[config.mk]
export PLATFORM = sky130hd
export DESIGN_NAME = batch_standard_deviation_core
export DESIGN_NICKNAME = d
export VERILOG_FILES = /design/src/rtl/bsd_pkg.sv /design/src/rtl/bsd_addsub.sv /design/src/rtl/bsd_accum.sv /design/src/rtl/bsd_final.sv /design/src/rtl/batch_standard_deviation_core.sv
export SDC_FILE = /design/constraint.sdc
export NUM_CORES = 2
export LEC_CHECK = 0
export BUFFER_PORTS_ARGS = -buffer_cell sky130_fd_sc_hd__buf_2
export CORE_UTILIZATION = 40
export DETAILED_ROUTE_END_ITERATION = 7
export GPL_TIMING_DRIVEN = 0
export PLACE_DENSITY_LB_ADDON = 0.12
export SKIP_CTS_REPAIR_TIMING = 1
export SLEW_MARGIN = 5
export SYNTH_ARGS = -nofsm -noshare
export SYNTH_HDL_FRONTEND = slang
export SYNTH_HIERARCHICAL = 1
export SYNTH_SLANG_ARGS = --single-unit
[constraint.sdc]
create_clock -name clk -period 7.5 [get_ports clk]
set_clock_uncertainty 0.15 [all_clocks]
set_input_delay 0.75 -clock clk [delete_from_list [all_inputs] [get_ports clk]]
set_output_delay 0.75 -clock clk [all_outputs]
set_load 0.01 [all_outputs]
[src/rtl/bsd_pkg.sv]
// Package for the batch standard deviation core.
// Holds field widths, parameter defaults and the structs passed between modules.
// No dependencies.
package bsd_pkg;

  localparam int VALUE_W           = 16;
  localparam int STD_W             = 24;
  localparam int SCALE_SHIFT       = 16;
  localparam int DEF_MAX_ITEMS     = 1024;
  localparam int DEF_VALUE_BITS    = 16;

  typedef struct packed {
    logic start;
    logic overflow;
  } bsd_start_t;

  typedef struct packed {
    logic             valid;
    logic             overflow;
    logic [STD_W-1:0] std_dev;
  } bsd_result_t;

endpackage

[src/rtl/bsd_addsub.sv]
// Shared adder and subtractor used by every step of the final computation.
// Depends on nothing but its width parameter.
module bsd_addsub #(
  parameter int W = 8
) (
  input  logic [W-1:0] a,
  input  logic [W-1:0] b,
  input  logic         sub,
  output logic [W-1:0] sum,
  output logic         carry
);

  logic [W:0] full;

  assign full  = {1'b0, a} + {1'b0, (sub ? ~b : b)} + {{W{1'b0}}, sub};
  assign sum   = full[W-1:0];
  assign carry = full[W];

endmodule

[src/rtl/bsd_accum.sv]
// Running count, sum and sum of squares of the current batch.
// Depends on bsd_pkg.
module bsd_accum import bsd_pkg::*; #(
  parameter int MAX_ITEMS  = DEF_MAX_ITEMS,
  parameter int VALUE_BITS = DEF_VALUE_BITS
) (
  input  logic                clk,
  input  logic                rst_n,
  input  logic                take,
  input  logic [VALUE_W-1:0]  value,
  input  logic                last,
  output bsd_start_t          start,
  output logic [$clog2(MAX_ITEMS+1)-1:0] n_o,
  output logic [((VALUE_BITS < VALUE_W) ? VALUE_BITS : VALUE_W)
                + $clog2(MAX_ITEMS+1)-1:0] s1_o,
  output logic [2*((VALUE_BITS < VALUE_W) ? VALUE_BITS : VALUE_W)
                + $clog2(MAX_ITEMS+1)-1:0] s2_o
);

  localparam int VB  = (VALUE_BITS < VALUE_W) ? VALUE_BITS : VALUE_W;
  localparam int CW  = $clog2(MAX_ITEMS + 1);
  localparam int S1W = VB + CW;
  localparam int S2W = 2 * VB + CW;

  logic [CW-1:0]   cnt_r;
  logic [S1W-1:0]  s1_r;
  logic [S2W-1:0]  s2_r;
  logic            ovf_r;
  logic [VB-1:0]   v;
  logic [2*VB-1:0] sq;
  logic            room;
  logic [CW-1:0]   cnt_nxt;
  logic [S1W-1:0]  s1_nxt;
  logic [S2W-1:0]  s2_nxt;
  logic            ovf_nxt;

  assign v       = value[VB-1:0];
  assign sq      = v * v;
  assign room    = cnt_r < CW'(MAX_ITEMS);
  assign cnt_nxt = room ? cnt_r + CW'(1) : cnt_r;
  assign s1_nxt  = room ? s1_r + S1W'(v) : s1_r;
  assign s2_nxt  = room ? s2_r + S2W'(sq) : s2_r;
  assign ovf_nxt = ovf_r | ~room;

  always_ff @(posedge clk) begin
    if (!rst_n) begin
      cnt_r <= '0;
      s1_r  <= '0;
      s2_r  <= '0;
      ovf_r <= 1'b0;
    end else if (take) begin
      if (last) begin
        cnt_r <= '0;
        s1_r  <= '0;
        s2_r  <= '0;
        ovf_r <= 1'b0;
      end else begin
        cnt_r <= cnt_nxt;
        s1_r  <= s1_nxt;
        s2_r  <= s2_nxt;
        ovf_r <= ovf_nxt;
      end
    end
  end

  assign start.start    = take & last;
  assign start.overflow = ovf_nxt;
  assign n_o            = cnt_nxt;
  assign s1_o           = s1_nxt;
  assign s2_o           = s2_nxt;

endmodule

[src/rtl/bsd_final.sv]
// Sequencer for the end of a batch: multiplies, subtracts, divides and takes the
// square root one bit a cycle on a single shared adder. Depends on bsd_pkg, bsd_addsub.
module bsd_final import bsd_pkg::*; #(
  parameter int MAX_ITEMS  = DEF_MAX_ITEMS,
  parameter int VALUE_BITS = DEF_VALUE_BITS
) (
  input  logic        clk,
  input  logic        rst_n,
  input  bsd_start_t  start,
  input  logic [$clog2(MAX_ITEMS+1)-1:0] n_i,
  input  logic [((VALUE_BITS < VALUE_W) ? VALUE_BITS : VALUE_W)
                + $clog2(MAX_ITEMS+1)-1:0] s1_i,
  input  logic [2*((VALUE_BITS < VALUE_W) ? VALUE_BITS : VALUE_W)
                + $clog2(MAX_ITEMS+1)-1:0] s2_i,
  input  logic        out_free,
  output logic        busy,
  output bsd_result_t res
);

  localparam int VB   = (VALUE_BITS < VALUE_W) ? VALUE_BITS : VALUE_W;
  localparam int CW   = $clog2(MAX_ITEMS + 1);
  localparam int S1W  = VB + CW;
  localparam int S2W  = 2 * VB + CW;
  localparam int DW   = 2 * VB + 2 * CW;
  localparam int NW   = 2 * CW;
  localparam int DDW  = DW + SCALE_SHIFT;
  localparam int QW   = 2 * VB + SCALE_SHIFT;
  localparam int RW   = QW / 2;
  localparam int CNTW = $clog2(DDW);

  localparam logic [2:0] ST_IDLE  = 3'd0;
  localparam logic [2:0] ST_MUL_A = 3'd1;
  localparam logic [2:0] ST_MUL_B = 3'd2;
  localparam logic [2:0] ST_SUB   = 3'd3;
  localparam logic [2:0] ST_MUL_C = 3'd4;
  localparam logic [2:0] ST_DIV   = 3'd5;
  localparam logic [2:0] ST_SQRT  = 3'd6;
  localparam logic [2:0] ST_DONE  = 3'd7;

  logic [2:0]      state_r;
  logic [CNTW-1:0] cnt_r;
  logic [CW-1:0]   n_r;
  logic [S1W-1:0]  s1_r;
  logic [S2W-1:0]  s2_r;
  logic            ovf_r;
  logic [S1W-1:0]  mb_r;
  logic [DW-1:0]   prod_r;
  logic [DW-1:0]   d_r;
  logic [NW-1:0]   nn_r;
  logic [DDW-1:0]  dvd_r;
  logic [NW-1:0]   rem_r;
  logic [RW-1:0]   srem_r;
  logic [RW-1:0]   root_r;

  logic [DW-1:0]   mul_a;
  logic [DW-1:0]   alu_a;
  logic [DW-1:0]   alu_b;
  logic            alu_sub;
  logic [DW-1:0]   alu_sum;
  logic            alu_co;
  logic [NW:0]     div_trial;
  logic [RW+1:0]   sq_trial;
  logic            last_step;

  assign div_trial = {rem_r, dvd_r[DDW-1]};
  assign sq_trial  = {srem_r, dvd_r[QW-1 -: 2]};
  assign last_step = (cnt_r == '0);

  always_comb begin
    case (state_r)
      ST_MUL_A: mul_a = DW'(s2_r);
      ST_MUL_B: mul_a = DW'(s1_r);
      ST_MUL_C: mul_a = DW'(n_r);
      default:  mul_a = '0;
    endcase
  end

  always_comb begin
    alu_a   = prod_r << 1;
    alu_b   = mb_r[S1W-1] ? mul_a : '0;
    alu_sub = 1'b0;
    case (state_r)
      ST_SUB: begin
        alu_a   = d_r;
        alu_b   = prod_r;
        alu_sub = 1'b1;
      end
      ST_DIV: begin
        alu_a   = DW'(div_trial);
        alu_b   = DW'(nn_r);
        alu_sub = 1'b1;
      end
      ST_SQRT: begin
        alu_a   = DW'(sq_trial);
        alu_b   = DW'({root_r, 2'b01});
        alu_sub = 1'b1;
      end
      default: begin
      end
    endcase
  end

  bsd_addsub #(
    .W(DW)
  ) u_addsub (
    .a     (alu_a),
    .b     (alu_b),
    .sub   (alu_sub),
    .sum   (alu_sum),
    .carry (alu_co)
  );

  always_ff @(posedge clk) begin
    if (!rst_n) begin
      state_r <= ST_IDLE;
      cnt_r   <= '0;
    end else begin
      case (state_r)
        ST_IDLE: begin
          if (start.start) begin
            if (start.overflow || n_i == '0) begin
              state_r <= ST_DONE;
            end else begin
              state_r <= ST_MUL_A;
              cnt_r   <= CNTW'(CW - 1);
            end
          end
        end
        ST_MUL_A: begin
          cnt_r <= cnt_r - CNTW'(1);
          if (last_step) begin
            state_r <= ST_MUL_B;
            cnt_r   <= CNTW'(S1W - 1);
          end
        end
        ST_MUL_B: begin
          cnt_r <= cnt_r - CNTW'(1);
          if (last_step) begin
            state_r <= ST_SUB;
          end
        end
        ST_SUB: begin
          state_r <= ST_MUL_C;
          cnt_r   <= CNTW'(CW - 1);
        end
        ST_MUL_C: begin
          cnt_r <= cnt_r - CNTW'(1);
          if (last_step) begin
            state_r <= ST_DIV;
            cnt_r   <= CNTW'(DDW - 1);
          end
        end
        ST_DIV: begin
          cnt_r <= cnt_r - CNTW'(1);
          if (last_step) begin
            state_r <= ST_SQRT;
            cnt_r   <= CNTW'(RW - 1);
          end
        end
        ST_SQRT: begin
          cnt_r <= cnt_r - CNTW'(1);
          if (last_step) begin
            state_r <= ST_DONE;
          end
        end
        ST_DONE: begin
          if (out_free) begin
            state_r <= ST_IDLE;
          end
        end
        default: begin
          state_r <= ST_IDLE;
        end
      endcase
    end
  end

  always_ff @(posedge clk) begin
    case (state_r)
      ST_IDLE: begin
        if (start.start) begin
          n_r    <= n_i;
          s1_r   <= s1_i;
          s2_r   <= s2_i;
          ovf_r  <= start.overflow;
          prod_r <= '0;
          mb_r   <= {n_i, {VB{1'b0}}};
          root_r <= '0;
        end
      end
      ST_MUL_A: begin
        prod_r <= alu_sum;
        mb_r   <= mb_r << 1;
        if (last_step) begin
          d_r    <= alu_sum;
          prod_r <= '0;
          mb_r   <= s1_r;
        end
      end
      ST_MUL_B: begin
        prod_r <= alu_sum;
        mb_r   <= mb_r << 1;
      end
      ST_SUB: begin
        d_r    <= alu_sum;
        prod_r <= '0;
        mb_r   <= {n_r, {VB{1'b0}}};
      end
      ST_MUL_C: begin
        prod_r <= alu_sum;
        mb_r   <= mb_r << 1;
        if (last_step) begin
          nn_r  <= alu_sum[NW-1:0];
          dvd_r <= {d_r, {SCALE_SHIFT{1'b0}}};
          rem_r <= '0;
        end
      end
      ST_DIV: begin
        rem_r <= alu_co ? alu_sum[NW-1:0] : div_trial[NW-1:0];
        dvd_r <= {dvd_r[DDW-2:0], alu_co};
        if (last_step) begin
          srem_r <= '0;
          root_r <= '0;
        end
      end
      ST_SQRT: begin
        srem_r <= alu_co ? alu_sum[RW-1:0] : sq_trial[RW-1:0];
        root_r <= {root_r[RW-2:0], alu_co};
        dvd_r  <= dvd_r << 2;
      end
      default: begin
      end
    endcase
  end

  assign busy         = (state_r != ST_IDLE);
  assign res.valid    = (state_r == ST_DONE);
  assign res.overflow = ovf_r;
  assign res.std_dev  = STD_W'(root_r);

endmodule

[src/rtl/batch_standard_deviation_core.sv]
// Batch population standard deviation. Values stream in on the input channel, one per
// transfer, and are summed with their squares in the cycle of the transfer, so a batch
// is taken at one value per cycle. The transfer with tlast set starts the final
// computation: n*S2, S1*S1 and n*n by shift and add, the scaled division and the square
// root, all one bit per cycle on one shared adder. The steps run in turn (n*S2, S1*S1,
// the subtraction, n*n, the division and the root), then the result is handed over once
// no earlier result still waits to be taken; in_tready is low all that time. The result
// is floor(sqrt of the variance times 256) with 8 fraction bits; a batch longer than
// MAX_ITEMS gives 0 with the overflow flag set. The result waits in an output register
// until it is taken.
// Depends on bsd_pkg, bsd_accum, bsd_final.
module batch_standard_deviation_core import bsd_pkg::*; #(
  parameter int MAX_ITEMS  = DEF_MAX_ITEMS,
  parameter int VALUE_BITS = DEF_VALUE_BITS
) (
  input  logic               clk,
  input  logic               rst_n,
  input  logic               in_tvalid,
  output logic               in_tready,
  input  logic [VALUE_W-1:0] in_tdata,   // value
  input  logic               in_tlast,
  output logic               out_tvalid,
  input  logic               out_tready,
  output logic [STD_W-1:0]   out_tdata,  // std_dev
  output logic               out_tuser   // overflow
);

  localparam int VB  = (VALUE_BITS < VALUE_W) ? VALUE_BITS : VALUE_W;
  localparam int CW  = $clog2(MAX_ITEMS + 1);
  localparam int S1W = VB + CW;
  localparam int S2W = 2 * VB + CW;

  bsd_start_t       start;
  bsd_result_t      res;
  logic [CW-1:0]    n_w;
  logic [S1W-1:0]   s1_w;
  logic [S2W-1:0]   s2_w;
  logic             busy;
  logic             take;
  logic             out_free;
  logic             out_valid_r;
  logic [STD_W-1:0] out_std_r;
  logic             out_ovf_r;

  assign in_tready = ~busy;
  assign take      = in_tvalid & ~busy;
  assign out_free  = ~out_valid_r | out_tready;

  bsd_accum #(
    .MAX_ITEMS  (MAX_ITEMS),
    .VALUE_BITS (VALUE_BITS)
  ) u_accum (
    .clk   (clk),
    .rst_n (rst_n),
    .take  (take),
    .value (in_tdata),
    .last  (in_tlast),
    .start (start),
    .n_o   (n_w),
    .s1_o  (s1_w),
    .s2_o  (s2_w)
  );

  bsd_final #(
    .MAX_ITEMS  (MAX_ITEMS),
    .VALUE_BITS (VALUE_BITS)
  ) u_final (
    .clk      (clk),
    .rst_n    (rst_n),
    .start    (start),
    .n_i      (n_w),
    .s1_i     (s1_w),
    .s2_i     (s2_w),
    .out_free (out_free),
    .busy     (busy),
    .res      (res)
  );

  always_ff @(posedge clk) begin
    if (!rst_n) begin
      out_valid_r <= 1'b0;
    end else if (res.valid && out_free) begin
      out_valid_r <= 1'b1;
    end else if (out_tready) begin
      out_valid_r <= 1'b0;
    end
  end

  always_ff @(posedge clk) begin
    if (res.valid && out_free) begin
      out_std_r <= res.overflow ? '0 : res.std_dev;
      out_ovf_r <= res.overflow;
    end
  end

  assign out_tvalid = out_valid_r;
  assign out_tdata  = out_std_r;
  assign out_tuser  = out_ovf_r;

endmodule

==> impl_metrics.env <==
export IMPL_status="complete, no violations"
export IMPL_drc=0
export IMPL_finalNetCount=4033
export IMPL_critPathMaxFanout=10
export IMPL_synth_most_common_cell="edfxtp_1"
export IMPL_yosysTopAreaCell="edfxtp_1"
export IMPL_tightest_slew_ps=1100
export IMPL_syn_nets=3921
export IMPL_grt_max_degree=51
export IMPL_worstPathArrival_ps=7410
export IMPL_cts_tree="built"
export IMPL_drv_slew=0
export IMPL_rows=109
export IMPL_path_clk_slew_ps=60
export IMPL_ys_ff_latch=497
export IMPL_synth_area_um2=35700
export IMPL_hpwlAfterDp_um=84800
export IMPL_min_path_type="in2reg"
export IMPL_start_util_pct=40.3
export IMPL_synth_area_leaders="edfxtp_1, fa_1, ha_1"
export IMPL_synth_cells_most_frequent="edfxtp_1, inv_1, nand2_1, a21oi_1, fa_1"
export IMPL_core_area_um2=88400
export IMPL_synthSimpleGateAreaFrac_pct=12.7
export IMPL_h_tree_depth=2
export IMPL_whs_ps=307
export IMPL_nFillCells=8636
export IMPL_relSlewSlack_pct=26.3
export IMPL_final_cells=4833
export IMPL_netlist_area_leader_share_pct=34.0
export IMPL_vias=26700
export IMPL_wire_per_inst_um=22.3
export IMPL_grt_use_total_pct=23.9
export IMPL_rsz0062_at_grt="yes"
export IMPL_area_growth_pct=10.6
export IMPL_async_reset_ff_share_pct=0
export IMPL_min_period_over_period_pct=96.4
export IMPL_setup_tns_ps=0
export IMPL_clock_root_buffer="clkbuf_16"
export IMPL_drive_above_1_share_pct=7.99
export IMPL_max_freq_mhz=138
export IMPL_dp_cells=4737
export IMPL_dieWidth_um=301
export IMPL_yosysWarningCount=6
export IMPL_ys_seq_area_share_pct=39.2
export IMPL_ys_types=101
export IMPL_viasPerCell=5.53
export IMPL_period_needed_ps=7230
export IMPL_worstSetupEndpointType="flop"
export IMPL_gp_congestion=0.940
export IMPL_grt_overflow_total=0
export IMPL_syn_instance_count=3512
export IMPL_numCtsBuffers=54
export IMPL_numPortBuffers=47
export IMPL_critPathRequiredTime_ps=7680
export IMPL_antenna_found_initial=2
export IMPL_synth_top_family_by_area="compound AO/OA/AOI/OAI gates"
export IMPL_drt_iter0_drc=2284
export IMPL_firstDrtPassIters=6
export IMPL_clockBufferDepth=3
export IMPL_muxShareOfSynthArea_pct=0.530
export IMPL_hold_depth=2
export IMPL_rr_worst_depth=24
export IMPL_die_area_um2=90300
export IMPL_critPathLaunchType="primary input"
export IMPL_clk_insertion_delay_late_ps=630
export IMPL_synth_edf_count=404
export IMPL_ant_nets=0
export IMPL_ys_flop_type="edfxtp_1"
export IMPL_utilization_pct=44.6
export IMPL_cap_violations=0
export IMPL_die_h_um=301
export IMPL_clkSinkCount=497
export IMPL_synthAdderAreaFrac_pct=17.7
export IMPL_setup_viol=0
export IMPL_drt_total_wl_um=108000
export IMPL_synth_compound_area_share_pct=18.5
export IMPL_synth_xor_area_share_pct=4.59
export IMPL_finalHoldViolCount=0
export IMPL_grt_pass1_wl_um=165000
export IMPL_postSynthAreaPerCell_um2=10.2
export IMPL_crit_type="in2reg"
export IMPL_grt_pass1_vias=26600
export IMPL_io_pins=48
-- registers in the layout (all words and copies together) (netlist names), 24 cells and up --
name and cells:
u_accum/s2_r 43, out_tdata 24, u_final/srem_r 24, u_final/s1_r 27
u_final/mb_r 27, u_final/d_r 54, u_final/s2_r 43, u_final/prod_r 54
u_final/root_r 24, u_final/dvd_r 70, u_accum/s1_r 27
-- area by class of cell --
class | instances | area, um2 | area share (%)
Clock buffer | 67 | 1430 | 3.63
Antenna cell | 2 | 5.00 | 0.0127
Clock inverter | 31 | 264 | 0.669
Tap cell | 1165 | 1460 | 3.70
Timing Repair Buffer | 60 | 522 | 1.32
Inverter | 396 | 1490 | 3.77
Multi-Input combinational cell | 2417 | 19400 | 49.1
Buffer | 198 | 907 | 2.30
Sequential cell | 497 | 14000 | 35.5
-- logic make-up (layout without fill, tap and decap cells) --
logic type,after synthesis,in the layout
fa+ha+maj,388,388
buf+inv,598,752
simple gates,915,915
other cells,0,2
flops,497,497
compound gates,910,910
mux,17,17
xor+xnor,187,187
-- layer usage --
metal / global-route usage [%] / share of wire [%] / up-vias
li1: - / - / 12600
met1: 32.5 / 45 / 13100
met2: 40.2 / 47 / 757
met3: 2.21 / 4.6 / 178
met4: 7.17 / 3.3 / 2
met5: 0 / 0.012 / -
-- worst paths after layout --
path | from | to | slack, ps
worst max-delay path | in_tdata[10] | u_final/s2_r[38] | 270
worst min-delay path | rst_n | out_tvalid | 310
worst max register to register | u_final/state_r[1] | u_final/srem_r[23] | 350
worst min register to register | u_accum/s2_r[29] | u_accum/s2_r[29] | 320
-- cell usage in the layout, fill, tap and decap left out, types with 25 or more instances in the layout --
master	count
a21o_1	60
a21oi_1	197
a221o_1	27
a221oi_1	30
a22o_1	190
a22oi_1	59
a31oi_1	25
and2_1	121
and3_1	41
buf_2	69
clkbuf_1	139
clkbuf_16	54
dfxtp_1	93
edfxtp_1	404
fa_1	196
ha_1	192
inv_1	394
nand2_1	341
nand2b_1	56
nand3_1	58
nand4_1	35
nor2_1	135
nor3_1	35
o21ai_0	129
xnor2_1	75
xor2_1	112
-- through the flow --
| stage | instance area, um2 | setup WS (ps) |
|---|---|---|
| 2_1_floorplan | 35700 | 250 |
| 3_3_place_gp | 37300 | -3150 |
| 3_5_place_dp | 37700 | -1520 |
| 4_1_cts | 39400 | -870 |
| 5_1_grt | 39400 | -24.8 |
| 6_report | 39400 | 269 |
-- critical path, cell delays in order --
cell,delay [ps]
buf_2,260
clkbuf_1,580
nand2_1,190
inv_1,130
fa_1,390
inv_1,90
fa_1,420
fa_1,520
inv_1,50
fa_1,460
fa_1,540
inv_1,50
fa_1,520
inv_1,40
ha_1,360
nand2_1,130
o21ai_1,460
o21ai_1,250
o211ai_2,280
a221oi_2,130
o21a_2,290
nor4_1,380
xor2_1,120
Power is left out: the tool's default activity adds up to more than one toggle a clock period on the data nets, which glitch-free logic cannot reach.
